## src/tpst_pkg.sv

```systemverilog
// ============================================================================
// tpst_pkg
// Widths, constants, codes and shared types of the spin timeout tracker.
// ============================================================================
package tpst_pkg;

    localparam int BUDGET_W   = 32;
    localparam int TB_W       = 64;
    localparam int TICK_W     = 32;
    localparam int HZ_W       = 32;
    localparam int TICK_HZ_W  = 17;
    localparam int SCALE_W    = 20;
    localparam int PROD_W     = TB_W + SCALE_W;
    localparam int QUO_W      = 32;
    localparam int UPPER_W    = PROD_W - QUO_W;
    localparam int SCALED_W   = QUO_W + SCALE_W;
    localparam int PHASE_W    = 2;
    localparam int CFG_IDX_W  = 2;
    localparam int CFG_DATA_W = 32;
    localparam int S_TDATA_W  = BUDGET_W + TB_W + TICK_W;
    localparam int M_TDATA_W  = 8;
    localparam int MUL_CNT_W  = $clog2(SCALE_W + 1);
    localparam int DIV_CNT_W  = $clog2(QUO_W);

    localparam logic [SCALE_W-1:0]   USECS_PER_SEC       = 20'd1000000;
    localparam logic [SCALE_W-1:0]   MSECS_PER_SEC       = 20'd1000;
    localparam logic [HZ_W-1:0]      TIMEBASE_HZ_RESET   = 32'd10000000;
    localparam logic [TICK_HZ_W-1:0] CLOCK_TICK_HZ_RESET = 17'd60;
    localparam logic [QUO_W-1:0]     SWITCH_USECS        = 32'd1000;

    localparam logic [PHASE_W-1:0] PH_CHECK  = 2'd0;
    localparam logic [PHASE_W-1:0] PH_LATCH  = 2'd1;
    localparam logic [PHASE_W-1:0] PH_FINE   = 2'd2;
    localparam logic [PHASE_W-1:0] PH_COARSE = 2'd3;

    localparam logic [CFG_IDX_W-1:0] REG_TIMEBASE_HZ   = 2'd0;
    localparam logic [CFG_IDX_W-1:0] REG_CLOCK_TICK_HZ = 2'd1;

    typedef struct packed {
        logic              done;
        logic [PROD_W-1:0] prod;
    } mul_res_t;

    typedef struct packed {
        logic             done;
        logic             big;
        logic [QUO_W-1:0] quo;
    } div_res_t;

endpackage

```

## src/tpst_mul.sv

```systemverilog
// ============================================================================
// tpst_mul
// Serial constant multiplier: one bit of the scale factor per cycle.
// ============================================================================
module tpst_mul (
    input  logic                          aclk,
    input  logic                          aresetn,
    input  logic                          start,
    input  logic [tpst_pkg::TB_W-1:0]     x,
    input  logic [tpst_pkg::SCALE_W-1:0]  k,
    output tpst_pkg::mul_res_t            res
);

    logic                             busy_reg, busy_next;
    logic                             done_reg, done_next;
    logic [tpst_pkg::MUL_CNT_W-1:0]   cnt_reg, cnt_next;
    logic [tpst_pkg::SCALE_W-1:0]     k_reg, k_next;
    logic [tpst_pkg::TB_W-1:0]        x_reg, x_next;
    logic [tpst_pkg::PROD_W-1:0]      acc_reg, acc_next;

    always_comb begin
        busy_next = busy_reg;
        done_next = 1'b0;
        cnt_next  = cnt_reg;
        k_next    = k_reg;
        x_next    = x_reg;
        acc_next  = acc_reg;
        if (start) begin
            busy_next = 1'b1;
            cnt_next  = tpst_pkg::MUL_CNT_W'(tpst_pkg::SCALE_W);
            k_next    = k;
            x_next    = x;
            acc_next  = '0;
        end else if (busy_reg) begin
            acc_next = {acc_reg[tpst_pkg::PROD_W-2:0], 1'b0}
                     + (k_reg[tpst_pkg::SCALE_W-1] ? tpst_pkg::PROD_W'(x_reg)
                                                  : tpst_pkg::PROD_W'(0));
            k_next   = {k_reg[tpst_pkg::SCALE_W-2:0], 1'b0};
            cnt_next = cnt_reg - 1'b1;
            if (cnt_reg == tpst_pkg::MUL_CNT_W'(1)) begin
                busy_next = 1'b0;
                done_next = 1'b1;
            end
        end
    end

    always_ff @(posedge aclk) begin
        if (!aresetn) begin
            busy_reg <= 1'b0;
            done_reg <= 1'b0;
            cnt_reg  <= '0;
        end else begin
            busy_reg <= busy_next;
            done_reg <= done_next;
            cnt_reg  <= cnt_next;
        end
    end

    always_ff @(posedge aclk) begin
        k_reg   <= k_next;
        x_reg   <= x_next;
        acc_reg <= acc_next;
    end

    assign res.done = done_reg;
    assign res.prod = acc_reg;

endmodule

```

## src/tpst_div.sv

```systemverilog
// ============================================================================
// tpst_div
// Bit-serial restoring divider with a saturation flag for quotients >= 2^32.
// ============================================================================
module tpst_div (
    input  logic                          aclk,
    input  logic                          aresetn,
    input  logic                          start,
    input  logic [tpst_pkg::PROD_W-1:0]   dividend,
    input  logic [tpst_pkg::HZ_W-1:0]     divisor,
    output tpst_pkg::div_res_t            res
);

    logic                             busy_reg, busy_next;
    logic                             done_reg, done_next;
    logic                             big_reg, big_next;
    logic [tpst_pkg::DIV_CNT_W-1:0]   cnt_reg, cnt_next;
    logic [tpst_pkg::HZ_W-1:0]        rem_reg, rem_next;
    logic [tpst_pkg::HZ_W-1:0]        d_reg, d_next;
    logic [tpst_pkg::QUO_W-1:0]       quo_reg, quo_next;

    logic [tpst_pkg::UPPER_W-1:0]     upper;
    logic [tpst_pkg::HZ_W:0]          trial;
    logic [tpst_pkg::HZ_W:0]          diff;
    logic                             ge;

    assign upper = dividend[tpst_pkg::PROD_W-1:tpst_pkg::QUO_W];
    assign trial = {rem_reg, quo_reg[tpst_pkg::QUO_W-1]};
    assign diff  = trial - {1'b0, d_reg};
    assign ge    = trial >= {1'b0, d_reg};

    always_comb begin
        busy_next = busy_reg;
        done_next = 1'b0;
        big_next  = big_reg;
        cnt_next  = cnt_reg;
        rem_next  = rem_reg;
        d_next    = d_reg;
        quo_next  = quo_reg;
        if (start) begin
            if (upper >= tpst_pkg::UPPER_W'(divisor)) begin
                big_next  = 1'b1;
                done_next = 1'b1;
            end else begin
                big_next  = 1'b0;
                busy_next = 1'b1;
                rem_next  = upper[tpst_pkg::HZ_W-1:0];
                quo_next  = dividend[tpst_pkg::QUO_W-1:0];
                d_next    = divisor;
                cnt_next  = tpst_pkg::DIV_CNT_W'(tpst_pkg::QUO_W - 1);
            end
        end else if (busy_reg) begin
            rem_next = ge ? diff[tpst_pkg::HZ_W-1:0] : trial[tpst_pkg::HZ_W-1:0];
            quo_next = {quo_reg[tpst_pkg::QUO_W-2:0], ge};
            if (cnt_reg == '0) begin
                busy_next = 1'b0;
                done_next = 1'b1;
            end else begin
                cnt_next = cnt_reg - 1'b1;
            end
        end
    end

    always_ff @(posedge aclk) begin
        if (!aresetn) begin
            busy_reg <= 1'b0;
            done_reg <= 1'b0;
            cnt_reg  <= '0;
        end else begin
            busy_reg <= busy_next;
            done_reg <= done_next;
            cnt_reg  <= cnt_next;
        end
    end

    always_ff @(posedge aclk) begin
        big_reg <= big_next;
        rem_reg <= rem_next;
        d_reg   <= d_next;
        quo_reg <= quo_next;
    end

    assign res.done = done_reg;
    assign res.big  = big_reg;
    assign res.quo  = quo_reg;

endmodule

```

## src/two_phase_spin_timeout.sv

```systemverilog
// ============================================================================
// two_phase_spin_timeout
// Busy-wait timeout tracker with a fine and a coarse measurement phase.
// ============================================================================
// The s_ channel takes one item per transfer: s_tuser is the function (start
// or check), s_tdata carries the budget, the fine timebase count and the
// coarse tick count. Every item yields exactly one result transfer on the m_
// channel. The cfg channel writes the two frequency registers and is always
// ready; it must be written only while the block is idle, which it does not enforce.
// Start items and checks in the first two phases go straight to the finish
// state after the input transfer. A measuring check runs a serial multiply
// by the scale factor and then a bit-serial division by the configured
// frequency; the coarse phase adds a rescale step. One item is in work at a
// time, and the next transfer is taken as soon as the result sits in the
// output register.
// A stalled receiver holds the result in that register; the block keeps
// working on the next item and waits only when a second result is ready.
// Reset returns the tracker to its first phase with a zero budget and the
// frequency registers at their defaults, with no result pending.
module two_phase_spin_timeout #(
    parameter logic [tpst_pkg::QUO_W-1:0] SWITCH_USECS = tpst_pkg::SWITCH_USECS
) (
    input  logic                              aclk,
    input  logic                              aresetn,
    input  logic                              s_tvalid,
    output logic                              s_tready,
    // budget_usecs [31:0], timebase_now [95:32], ticks_now [127:96]
    input  logic [tpst_pkg::S_TDATA_W-1:0]    s_tdata,
    // func [0]
    input  logic                              s_tuser,
    output logic                              m_tvalid,
    input  logic                              m_tready,
    // keep_spinning [0], timed_out [1], zero [7:2]
    output logic [tpst_pkg::M_TDATA_W-1:0]    m_tdata,
    input  logic                              cfg_valid,
    output logic                              cfg_ready,
    input  logic [tpst_pkg::CFG_IDX_W-1:0]    cfg_index,
    input  logic [tpst_pkg::CFG_DATA_W-1:0]   cfg_data
);

    typedef enum logic [5:0] {
        ST_IDLE   = 6'b000001,
        ST_MUL    = 6'b000010,
        ST_DIV    = 6'b000100,
        ST_SCALE  = 6'b001000,
        ST_EVAL   = 6'b010000,
        ST_FINISH = 6'b100000
    } state_t;

    state_t                                state_reg, state_next;
    logic [tpst_pkg::PHASE_W-1:0]          phase_reg, phase_next;
    logic [tpst_pkg::BUDGET_W-1:0]         rem_reg, rem_next;
    logic [tpst_pkg::TB_W-1:0]             base_tb_reg, base_tb_next;
    logic [tpst_pkg::TICK_W-1:0]           base_tk_reg, base_tk_next;
    logic                                  expired_reg, expired_next;
    logic [tpst_pkg::HZ_W-1:0]             tb_hz_reg, tb_hz_next;
    logic [tpst_pkg::TICK_HZ_W-1:0]        tk_hz_reg, tk_hz_next;
    logic                                  m_valid_reg, m_valid_next;
    logic [1:0]                            m_data_reg, m_data_next;
    logic [tpst_pkg::TICK_W-1:0]           item_tk_reg, item_tk_next;
    logic                                  coarse_reg, coarse_next;
    logic                                  keep_reg, keep_next;
    logic                                  big_reg, big_next;
    logic [tpst_pkg::QUO_W-1:0]            quo_reg, quo_next;
    logic [tpst_pkg::SCALED_W-1:0]         scaled_reg, scaled_next;

    logic                                  s_accept;
    logic                                  out_free;
    logic                                  func;
    logic [tpst_pkg::BUDGET_W-1:0]         budget;
    logic [tpst_pkg::TB_W-1:0]             tb_now;
    logic [tpst_pkg::TICK_W-1:0]           tk_now;
    logic [tpst_pkg::TICK_W-1:0]           tk_diff;
    logic                                  mul_start;
    logic [tpst_pkg::TB_W-1:0]             mul_x;
    logic [tpst_pkg::SCALE_W-1:0]          mul_k;
    logic                                  div_start;
    logic [tpst_pkg::HZ_W-1:0]             div_sel;
    logic [tpst_pkg::HZ_W-1:0]             div_d;
    logic                                  timeout;
    tpst_pkg::mul_res_t                    mul_res;
    tpst_pkg::div_res_t                    div_res;

    assign func     = s_tuser;
    assign budget   = s_tdata[tpst_pkg::BUDGET_W-1:0];
    assign tb_now   = s_tdata[tpst_pkg::BUDGET_W +: tpst_pkg::TB_W];
    assign tk_now   = s_tdata[tpst_pkg::BUDGET_W + tpst_pkg::TB_W +: tpst_pkg::TICK_W];
    assign tk_diff  = tk_now - base_tk_reg;

    assign s_tready  = (state_reg == ST_IDLE);
    assign s_accept  = s_tvalid && s_tready;
    assign out_free  = !m_valid_reg || m_tready;
    assign cfg_ready = 1'b1;
    assign m_tvalid  = m_valid_reg;
    assign m_tdata   = tpst_pkg::M_TDATA_W'(m_data_reg);

    assign div_sel = coarse_reg ? tpst_pkg::HZ_W'(tk_hz_reg) : tb_hz_reg;
    assign div_d   = (div_sel == '0) ? tpst_pkg::HZ_W'(1) : div_sel;

    assign timeout = coarse_reg
                   ? (big_reg || scaled_reg >= tpst_pkg::SCALED_W'(rem_reg))
                   : (big_reg || quo_reg >= rem_reg);

    tpst_mul u_mul (
        .aclk    (aclk),
        .aresetn (aresetn),
        .start   (mul_start),
        .x       (mul_x),
        .k       (mul_k),
        .res     (mul_res)
    );

    tpst_div u_div (
        .aclk     (aclk),
        .aresetn  (aresetn),
        .start    (div_start),
        .dividend (mul_res.prod),
        .divisor  (div_d),
        .res      (div_res)
    );

    always_comb begin
        state_next   = state_reg;
        phase_next   = phase_reg;
        rem_next     = rem_reg;
        base_tb_next = base_tb_reg;
        base_tk_next = base_tk_reg;
        expired_next = expired_reg;
        tb_hz_next   = tb_hz_reg;
        tk_hz_next   = tk_hz_reg;
        m_valid_next = m_valid_reg;
        m_data_next  = m_data_reg;
        item_tk_next = item_tk_reg;
        coarse_next  = coarse_reg;
        keep_next    = keep_reg;
        big_next     = big_reg;
        quo_next     = quo_reg;
        scaled_next  = scaled_reg;
        mul_start    = 1'b0;
        mul_x        = '0;
        mul_k        = '0;
        div_start    = 1'b0;

        if (cfg_valid && cfg_ready) begin
            case (cfg_index)
                tpst_pkg::REG_TIMEBASE_HZ: begin
                    tb_hz_next = cfg_data;
                end
                tpst_pkg::REG_CLOCK_TICK_HZ: begin
                    tk_hz_next = cfg_data[tpst_pkg::TICK_HZ_W-1:0];
                end
                default: begin
                end
            endcase
        end

        if (m_valid_reg && m_tready) begin
            m_valid_next = 1'b0;
        end

        case (state_reg)
            ST_IDLE: begin
                if (s_accept) begin
                    keep_next  = 1'b1;
                    state_next = ST_FINISH;
                    if (func) begin
                        phase_next   = tpst_pkg::PH_CHECK;
                        rem_next     = budget;
                        expired_next = 1'b0;
                    end else begin
                        case (phase_reg)
                            tpst_pkg::PH_CHECK: begin
                                phase_next = tpst_pkg::PH_LATCH;
                            end
                            tpst_pkg::PH_LATCH: begin
                                base_tb_next = tb_now;
                                phase_next   = tpst_pkg::PH_FINE;
                            end
                            tpst_pkg::PH_FINE: begin
                                mul_start    = 1'b1;
                                mul_x        = tb_now - base_tb_reg;
                                mul_k        = tpst_pkg::USECS_PER_SEC;
                                coarse_next  = 1'b0;
                                item_tk_next = tk_now;
                                state_next   = ST_MUL;
                            end
                            default: begin
                                mul_start   = 1'b1;
                                mul_x       = tpst_pkg::TB_W'(tk_diff);
                                mul_k       = tpst_pkg::MSECS_PER_SEC;
                                coarse_next = 1'b1;
                                state_next  = ST_MUL;
                            end
                        endcase
                    end
                end
            end
            ST_MUL: begin
                if (mul_res.done) begin
                    div_start  = 1'b1;
                    state_next = ST_DIV;
                end
            end
            ST_DIV: begin
                if (div_res.done) begin
                    quo_next   = div_res.quo;
                    big_next   = div_res.big;
                    state_next = coarse_reg ? ST_SCALE : ST_EVAL;
                end
            end
            ST_SCALE: begin
                scaled_next = tpst_pkg::SCALED_W'(quo_reg)
                            * tpst_pkg::SCALED_W'(tpst_pkg::MSECS_PER_SEC);
                state_next  = ST_EVAL;
            end
            ST_EVAL: begin
                if (timeout) begin
                    expired_next = 1'b1;
                    keep_next    = 1'b0;
                end else if (!coarse_reg && quo_reg >= SWITCH_USECS) begin
                    rem_next     = rem_reg - quo_reg;
                    base_tk_next = item_tk_reg;
                    phase_next   = tpst_pkg::PH_COARSE;
                end
                state_next = ST_FINISH;
            end
            ST_FINISH: begin
                if (out_free) begin
                    m_valid_next = 1'b1;
                    m_data_next  = {expired_reg, keep_reg};
                    state_next   = ST_IDLE;
                end
            end
            default: begin
                state_next = ST_IDLE;
            end
        endcase
    end

    always_ff @(posedge aclk) begin
        if (!aresetn) begin
            state_reg   <= ST_IDLE;
            phase_reg   <= tpst_pkg::PH_CHECK;
            rem_reg     <= '0;
            base_tb_reg <= '0;
            base_tk_reg <= '0;
            expired_reg <= 1'b0;
            tb_hz_reg   <= tpst_pkg::TIMEBASE_HZ_RESET;
            tk_hz_reg   <= tpst_pkg::CLOCK_TICK_HZ_RESET;
            m_valid_reg <= 1'b0;
        end else begin
            state_reg   <= state_next;
            phase_reg   <= phase_next;
            rem_reg     <= rem_next;
            base_tb_reg <= base_tb_next;
            base_tk_reg <= base_tk_next;
            expired_reg <= expired_next;
            tb_hz_reg   <= tb_hz_next;
            tk_hz_reg   <= tk_hz_next;
            m_valid_reg <= m_valid_next;
        end
    end

    always_ff @(posedge aclk) begin
        m_data_reg  <= m_data_next;
        item_tk_reg <= item_tk_next;
        coarse_reg  <= coarse_next;
        keep_reg    <= keep_next;
        big_reg     <= big_next;
        quo_reg     <= quo_next;
        scaled_reg  <= scaled_next;
    end

endmodule

```

## config.mk

```make
export PLATFORM = sky130hd
export DESIGN_NAME = two_phase_spin_timeout
export DESIGN_NICKNAME = d
export VERILOG_FILES = /design/src/tpst_pkg.sv /design/src/tpst_mul.sv /design/src/tpst_div.sv /design/src/two_phase_spin_timeout.sv
export SDC_FILE = /design/constraint.sdc
export NUM_CORES = 2
export LEC_CHECK = 0
export BUFFER_PORTS_ARGS = -buffer_cell sky130_fd_sc_hd__buf_2
export CAP_MARGIN = 20
export CORE_MARGIN = 2
export CORE_UTILIZATION = 50
export DETAILED_ROUTE_END_ITERATION = 16
export MAX_ROUTING_LAYER = met4
export PLACE_DENSITY = 0.73
export SLEW_MARGIN = 10
export SYNTH_ARGS = -nofsm -noshare
export SYNTH_HDL_FRONTEND = slang
export SYNTH_SLANG_ARGS = --single-unit
```

## constraint.sdc

```tcl
create_clock -name aclk -period 18.6 [get_ports aclk]
set_input_delay 0 -clock aclk [delete_from_list [all_inputs] [get_ports aclk]]
set_output_delay 0 -clock aclk [all_outputs]
set_load 0.02 [all_outputs]
```

Yosys cells after proc, flatten, opt, wreduce, memory -nomap -nowiden
Index checks and enable logic that the tools add are counted.
{"block": "word_totals", "reg_bits": 574, "input_bits": 168, "output_inout_bits": 11, "elab_cells": 179}
{"block": "op_classes", "addsub": 7, "multipliers": 1, "order_cmp": 5, "n_eq_ne": 21, "muxes": 72, "bitwise_logic": 8, "n_reduce_logical": 35}
{"op": "32-bit 2-to-1 mux", "n": 13}
{"op": "64-bit one-hot mux with 2 select lines", "n": 1}
{"op": "20-bit 2-to-1 mux", "n": 5}
{"op": "32-bit subtractor", "n": 3}
{"op": "84-bit adder", "n": 1}
{"op": "64-bit 2-to-1 mux", "n": 1}
{"op": "32-bit one-hot mux with 2 select lines", "n": 1}
{"op": "64-bit subtractor", "n": 1}
{"op": "52-bit by 32-bit greater-or-equal comparator with 1-bit output", "n": 1}
{"op": "42-bit by 32-bit greater-or-equal comparator with 1-bit output", "n": 1}
{"op": "20-bit one-hot mux with 2 select lines", "n": 1}
{"op": "32-bit by 7-bit multiplier with 39-bit output (second input constant)", "n": 1}
{"op": "6-bit 2-to-1 mux", "n": 6}
{"op": "6-bit one-hot mux with 6 select lines", "n": 1}
{"op": "5-bit 2-to-1 mux", "n": 7}
{"op": "33-bit by 32-bit greater-or-equal comparator with 1-bit output", "n": 1}
{"op": "32-bit by 10-bit greater-or-equal comparator with 1-bit output (second input constant)", "n": 1}
{"op": "32-bit greater-or-equal comparator", "n": 1}
{"op": "32-bit zero test", "n": 1}
{"op": "1-bit 2-to-1 mux", "n": 27}
{"op": "4-bit AND reduction", "n": 5}
{"op": "2-bit inequality test (second input constant)", "n": 6}
{"op": "2-bit AND reduction", "n": 6}
{"op": "5-bit AND reduction", "n": 2}
{"op": "25 further kinds", "n": 55}

Logic depth before layout (Yosys ltp)
{"block": "logic_depth", "depth_word": 7, "ltp_mapped": 20, "ltp_nobuf": 20}

Cells and area by module
From an unflattened synthesis, not the netlist that was laid out.
{"block": "hier_totals", "cells_unflattened": 4757, "hier_area_um2": 42813.6}
{"mod": "two_phase_spin_timeout", "instances": 1, "cells_per_inst": 2844, "area_per_inst_um2": 24676.2, "seq_area_each_um2": 6986.7}
{"mod": "tpst_mul", "instances": 1, "cells_per_inst": 1175, "area_per_inst_um2": 10781.6, "seq_area_each_um2": 4344.2}
{"mod": "tpst_div", "instances": 1, "cells_per_inst": 738, "area_per_inst_um2": 7355.8, "seq_area_each_um2": 3052.9}

Least setup slack after synthesis
Ideal clock, no wire load.
{"block": "synth_path", "kind": "register to register", "start": "register coarse_reg", "end": "register u_div.quo_reg[0] (netlist name) (enable)", "arrival_time_ps": 8220, "required_time_ps": 18026, "slack_ps": 9805, "stages_incl_launch_ff": 18, "synth_period_minus_slack_ps": 8795, "path_cell_list": "edfxtp_1 -> clkbuf_1 -> clkbuf_1 -> mux2i_1 -> nand4_1 -> or4_1 -> o21ai_0 -> ha_1 -> nor2b_1 -> o21a_1 -> o21a_1 -> o21a_1 -> o21a_1 -> o21ai_0 -> a21oi_1 -> o31ai_1 -> o211ai_1 -> o21ai_0"}
{"block": "synth_via", "elab_chain_cells": 6}
{"element": "start: declaration", "line": "two_phase_spin_timeout.sv:61", "source": "logic coarse_reg, coarse_next;"}
{"element": "start signal: assignment", "line": "two_phase_spin_timeout.sv:267", "source": "coarse_reg <= coarse_next;"}
{"element": "32-bit 2-to-1 mux *", "line": "two_phase_spin_timeout.sv:97", "source": "assign div_sel = coarse_reg ? tpst_pkg::HZ_W'(tk_hz_reg) : tb_hz_reg;"}
{"element": "32-bit zero test", "line": "two_phase_spin_timeout.sv:98", "source": "assign div_d = (div_sel == '0) ? tpst_pkg::HZ_W'(1) : div_sel;"}
{"element": "32-bit 2-to-1 mux *", "line": "two_phase_spin_timeout.sv:98"}
{"element": "via div_d, one bit", "line": "two_phase_spin_timeout.sv:79", "source": "logic [tpst_pkg::HZ_W-1:0] div_d;"}
{"element": "52-bit by 32-bit greater-or-equal comparator with 1-bit output *", "line": "tpst_div.sv:41", "source": "if (upper >= tpst_pkg::UPPER_W'(divisor)) begin"}
{"element": "2-bit inequality test (no line) *"}
{"element": "2-bit AND reduction (no line) *"}
{"element": "end signal: assignment", "line": "tpst_div.sv:80", "source": "quo_reg <= quo_next;"}
{"element": "end: declaration", "line": "tpst_div.sv:20", "source": "logic [tpst_pkg::QUO_W-1:0] quo_reg, quo_next;"}
Mark *: on every way through the listed nets, which the timed path passes. The rest lies on a longest branch.
A chain may end at the register's enable or synchronous reset.

Final worst setup path
{"block": "layout_path", "start": "register quo_reg[7] (netlist name)", "end": "register scaled_reg[41] (netlist name) (data pin)"}
{"block": "layout_via", "elab_chain_cells": 1}
{"element": "start: declaration", "line": "two_phase_spin_timeout.sv:64", "source": "logic [tpst_pkg::QUO_W-1:0] quo_reg, quo_next;"}
{"element": "start signal: assignment", "line": "two_phase_spin_timeout.sv:270", "source": "quo_reg <= quo_next;"}
{"element": "32-bit by 7-bit multiplier with 39-bit output", "line": "two_phase_spin_timeout.sv:213", "source": "* tpst_pkg::SCALED_W'(tpst_pkg::MSECS_PER_SEC);"}
{"element": "end signal: assignment", "line": "two_phase_spin_timeout.sv:271", "source": "scaled_reg <= scaled_next;"}
{"element": "end: declaration", "line": "two_phase_spin_timeout.sv:65", "source": "logic [tpst_pkg::SCALED_W-1:0] scaled_reg, scaled_next;"}
Every way passes these cells.

==> impl_metrics.tcl <==
set metrics [dict create \
    p_sw_uw 1400 \
    p_seq_share_pct 38.6 \
    outcome "completed" \
    fp.dieW_um 290 \
    via_per_inst 5.61 \
    critical_path.max_stage_delay_ns 0.57 \
    crit_type "flip-flop to flip-flop" \
    die-area_um2 84200 \
    post-route-period-util_pct 31.8 \
    drive_gt1_share_pct 7.17 \
    sw_frac_of_total_pct 34.1 \
    grt_pass1_wl_um 176000 \
    fmax_mhz 169 \
    combPwrFrac_pct 28.2 \
    tightestPinTransition_ns 1.10 \
    dr.pass1.iters 5 \
    rsz0062_at_grt "false" \
    grt-busiest-layer "met2" \
    grt-ovfl-total 0 \
    io_buffers 171 \
    fin_tns_setup_ns 0 \
    grt.met3_usage_pct 3.21 \
    start_util_pct 50.7 \
    syn-cell-area_um2 41000 \
    root_buffer "clkbuf_16" \
    syn_to_final_growth_pct 14.1 \
    io_pins 179 \
    skew_ns 0.0367 \
    whs_ns 0.0389 \
    crit_top_cell "fa_1" \
    hpwl_um 82500 \
    dpl_worst_slack_ns 12.39 \
    period_needed_ns 5.92 \
    yosysSeqAreaShare_pct 34.9 \
    numCtsBuffers 67 \
    clkTransAtPathRegs_ns 0.06 \
    required_ns 18.96 \
    async_flop_share_pct 0 \
    totalWireLength_um 112000 \
    setup_viol 0 \
    hp-class "primary input to flip-flop" \
    end_kind "flip-flop" \
    power_density_nw_per_um2 88.2 \
    power_frac_clock_pct 33.2 \
    synth_warnings 0 \
    synth_flop_cell "edfxtp_1" \
    cap_violations 0 \
    grt_max_degree 77 \
    postRouteAntennaNets 0 \
    insertion_delay_ns 0.63 \
    final_common_cell "nand2_1" \
    cts_tree "done" \
    finalNetCount 5567 \
    hold_viol_final 0 \
    synth_edf_count 286 \
    core_area_um2 80800 \
    drc_errors 0 \
    ys_ff_latch 571 \
    use_met2_pct 43.9 \
    die_h_um 290 \
    num_rows 104 \
    crit_family "adder cells" \
    grt.met1_usage_pct 34.3 \
    vias 33600 \
    largest_register_ffs 84 \
    slew-limit-headroom_pct 26.8 \
    antenna_found_initial 2 \
    worstPathCellList "inv_1 -> fa_1 -> fa_1 -> fa_1 -> fa_1 -> inv_1 -> ha_1 -> a211oi_1 -> nor2_1 -> or4_1 -> a41oi_1 -> o211ai_1 -> o211ai_2 -> a31oi_1 -> a2111oi_0 -> o21ai_0 -> a21oi_1 -> xnor2_1" \
    internal-power_uw 2720 \
    wl_per_cell_um 18.6 \
    syn_inst 4624 \
    cts.sinks 571 \
    layout_setup_ws_ns 12.68 \
    ir_drop_mv 0.0818 \
    ys_types 87 \
    final_area_um2 46700 \
    path_buf_inv 2 \
    final_util_pct 57.8 \
    syn_avg_cell_area_um2 8.86 \
    start_kind "flip-flop" \
    gp_congestion 0.941 \
    slew_viol_final 0 \
    crit_path_max_fanout 5 \
    p_leak_uw 0.0197 \
    cts_buffer_depth 3 \
    layout_common_cells "nand2_1, a21oi_1, inv_1, ha_1, nor2_1" \
    critPathArrivalTime_ns 6.28 \
    cpMaxStageDelayCell "fa_1" \
    grt.total_usage_pct 26.8 \
    drt_iter0_drc 2495 \
    placed_area_um2 42700 \
    htreeDepth 3 \
    grt_pass1_vias 32500 \
    post-cts-setup-buffers 0 \
    nFillCells 7116 \
]
[layout make-up]
cell class	count	area (µm²)	area share, %
Clock buffer	95	1940	4.14
Clock inverter	27	334	0.715
Timing Repair Buffer	376	2880	6.15
Multi-Input combinational cell	3446	24400	52.1
Inverter	424	1600	3.42
Antenna cell	1	2.50	0.00535
Tap cell	1060	1330	2.84
Sequential cell	571	14300	30.6
[worst paths after layout]
check	startpoint	endpoint	slack, ns	depth (start not counted)
worst max-delay path	quo_reg[7]	scaled_reg[41]	12.68	18
worst min-delay path	aresetn	tk_hz_reg[3]	0.04	2
worst max register to register	quo_reg[7]	scaled_reg[41]	12.68	18
worst min register to register	keep_reg	m_data_reg[0]	0.44	0
[power by group through the flow]
stage               clock [µW]  sequential, µW  combinational, µW
floorplan                    0            1510                876
global placement             0            1610               1110
detailed placement           0            1610               1110
CTS                       1390            1580               1150
global route              1440            1590               1290
finish                    1370            1590               1160
[cells by family after synthesis]
logic type	count (synthesis)	synth area share [%]
multiplexers	109	2.66
flip-flops	571	34.9
adder cells (fa/ha/maj)	513	17.9
AND/OR/NAND/NOR	1401	15.6
buffers and inverters	612	5.75
AO/OA/AOI/OAI	1167	17.8
XOR/XNOR	249	5.32
other	2	0.0183
[layer usage]
layer	up-vias	routed length, µm	part of all wire (%)
li1	16600	-	-
met1	15800	49000	44
met2	987	52500	47
met3	226	5930	5.3
met4	0	4270	3.8
met5	-	0	0
[metrics by stage]
step	power (µW)	cells
after floorplan	2390	4629
after global placement	2720	5698
after detailed placement	2720	5699
after CTS	4120	5997
after global routing	4320	6000
final	4120	6000
[cells in the mapped netlist, types with 8 or more instances]
cell	n	area share [%]
nand2_1	582	5.3
a21oi_1	438	5.4
inv_1	419	3.8
ha_1	392	12
nor2_1	347	3.2
edfxtp_1	286	21
dfxtp_1	285	14
o21ai_0	200	2.4
a21o_1	180	3.3
xnor2_1	154	3.3
clkbuf_1	151	1.4
fa_1	121	5.9
mux2i_1	109	2.7
xor2_1	95	2.0
and2_1	89	1.4
nand4_1	62	0.95
nand3_1	59	0.72
nor3_1	55	0.67
o21a_1	51	0.93
a31oi_1	46	0.70
nor2b_1	43	0.66
nand2b_1	41	0.63
a211oi_1	40	0.73
o21bai_1	37	0.68
and3_1	26	0.40
nor4_1	24	0.37
o211ai_1	19	0.35
o31ai_1	17	0.31
or3_1	14	0.21
buf_1	13	0.12
buf_2	13	0.16
a41oi_1	12	0.26
nor3b_1	12	0.22
o31a_1	11	0.24
a21boi_0	10	0.18
a311oi_1	9	0.19
or2_2	9	0.14
a211o_1	8	0.17
o22ai_1	8	0.12
or4_1	8	0.15
[timing repair]
item / 4_1_cts / 5_1_grt
gates resized for setup: 0 / 0
hold buffers: 176 / 0
hold endpoints to repair: 201 / 0
No activity file was read; power rests on OpenSTA's default activity.
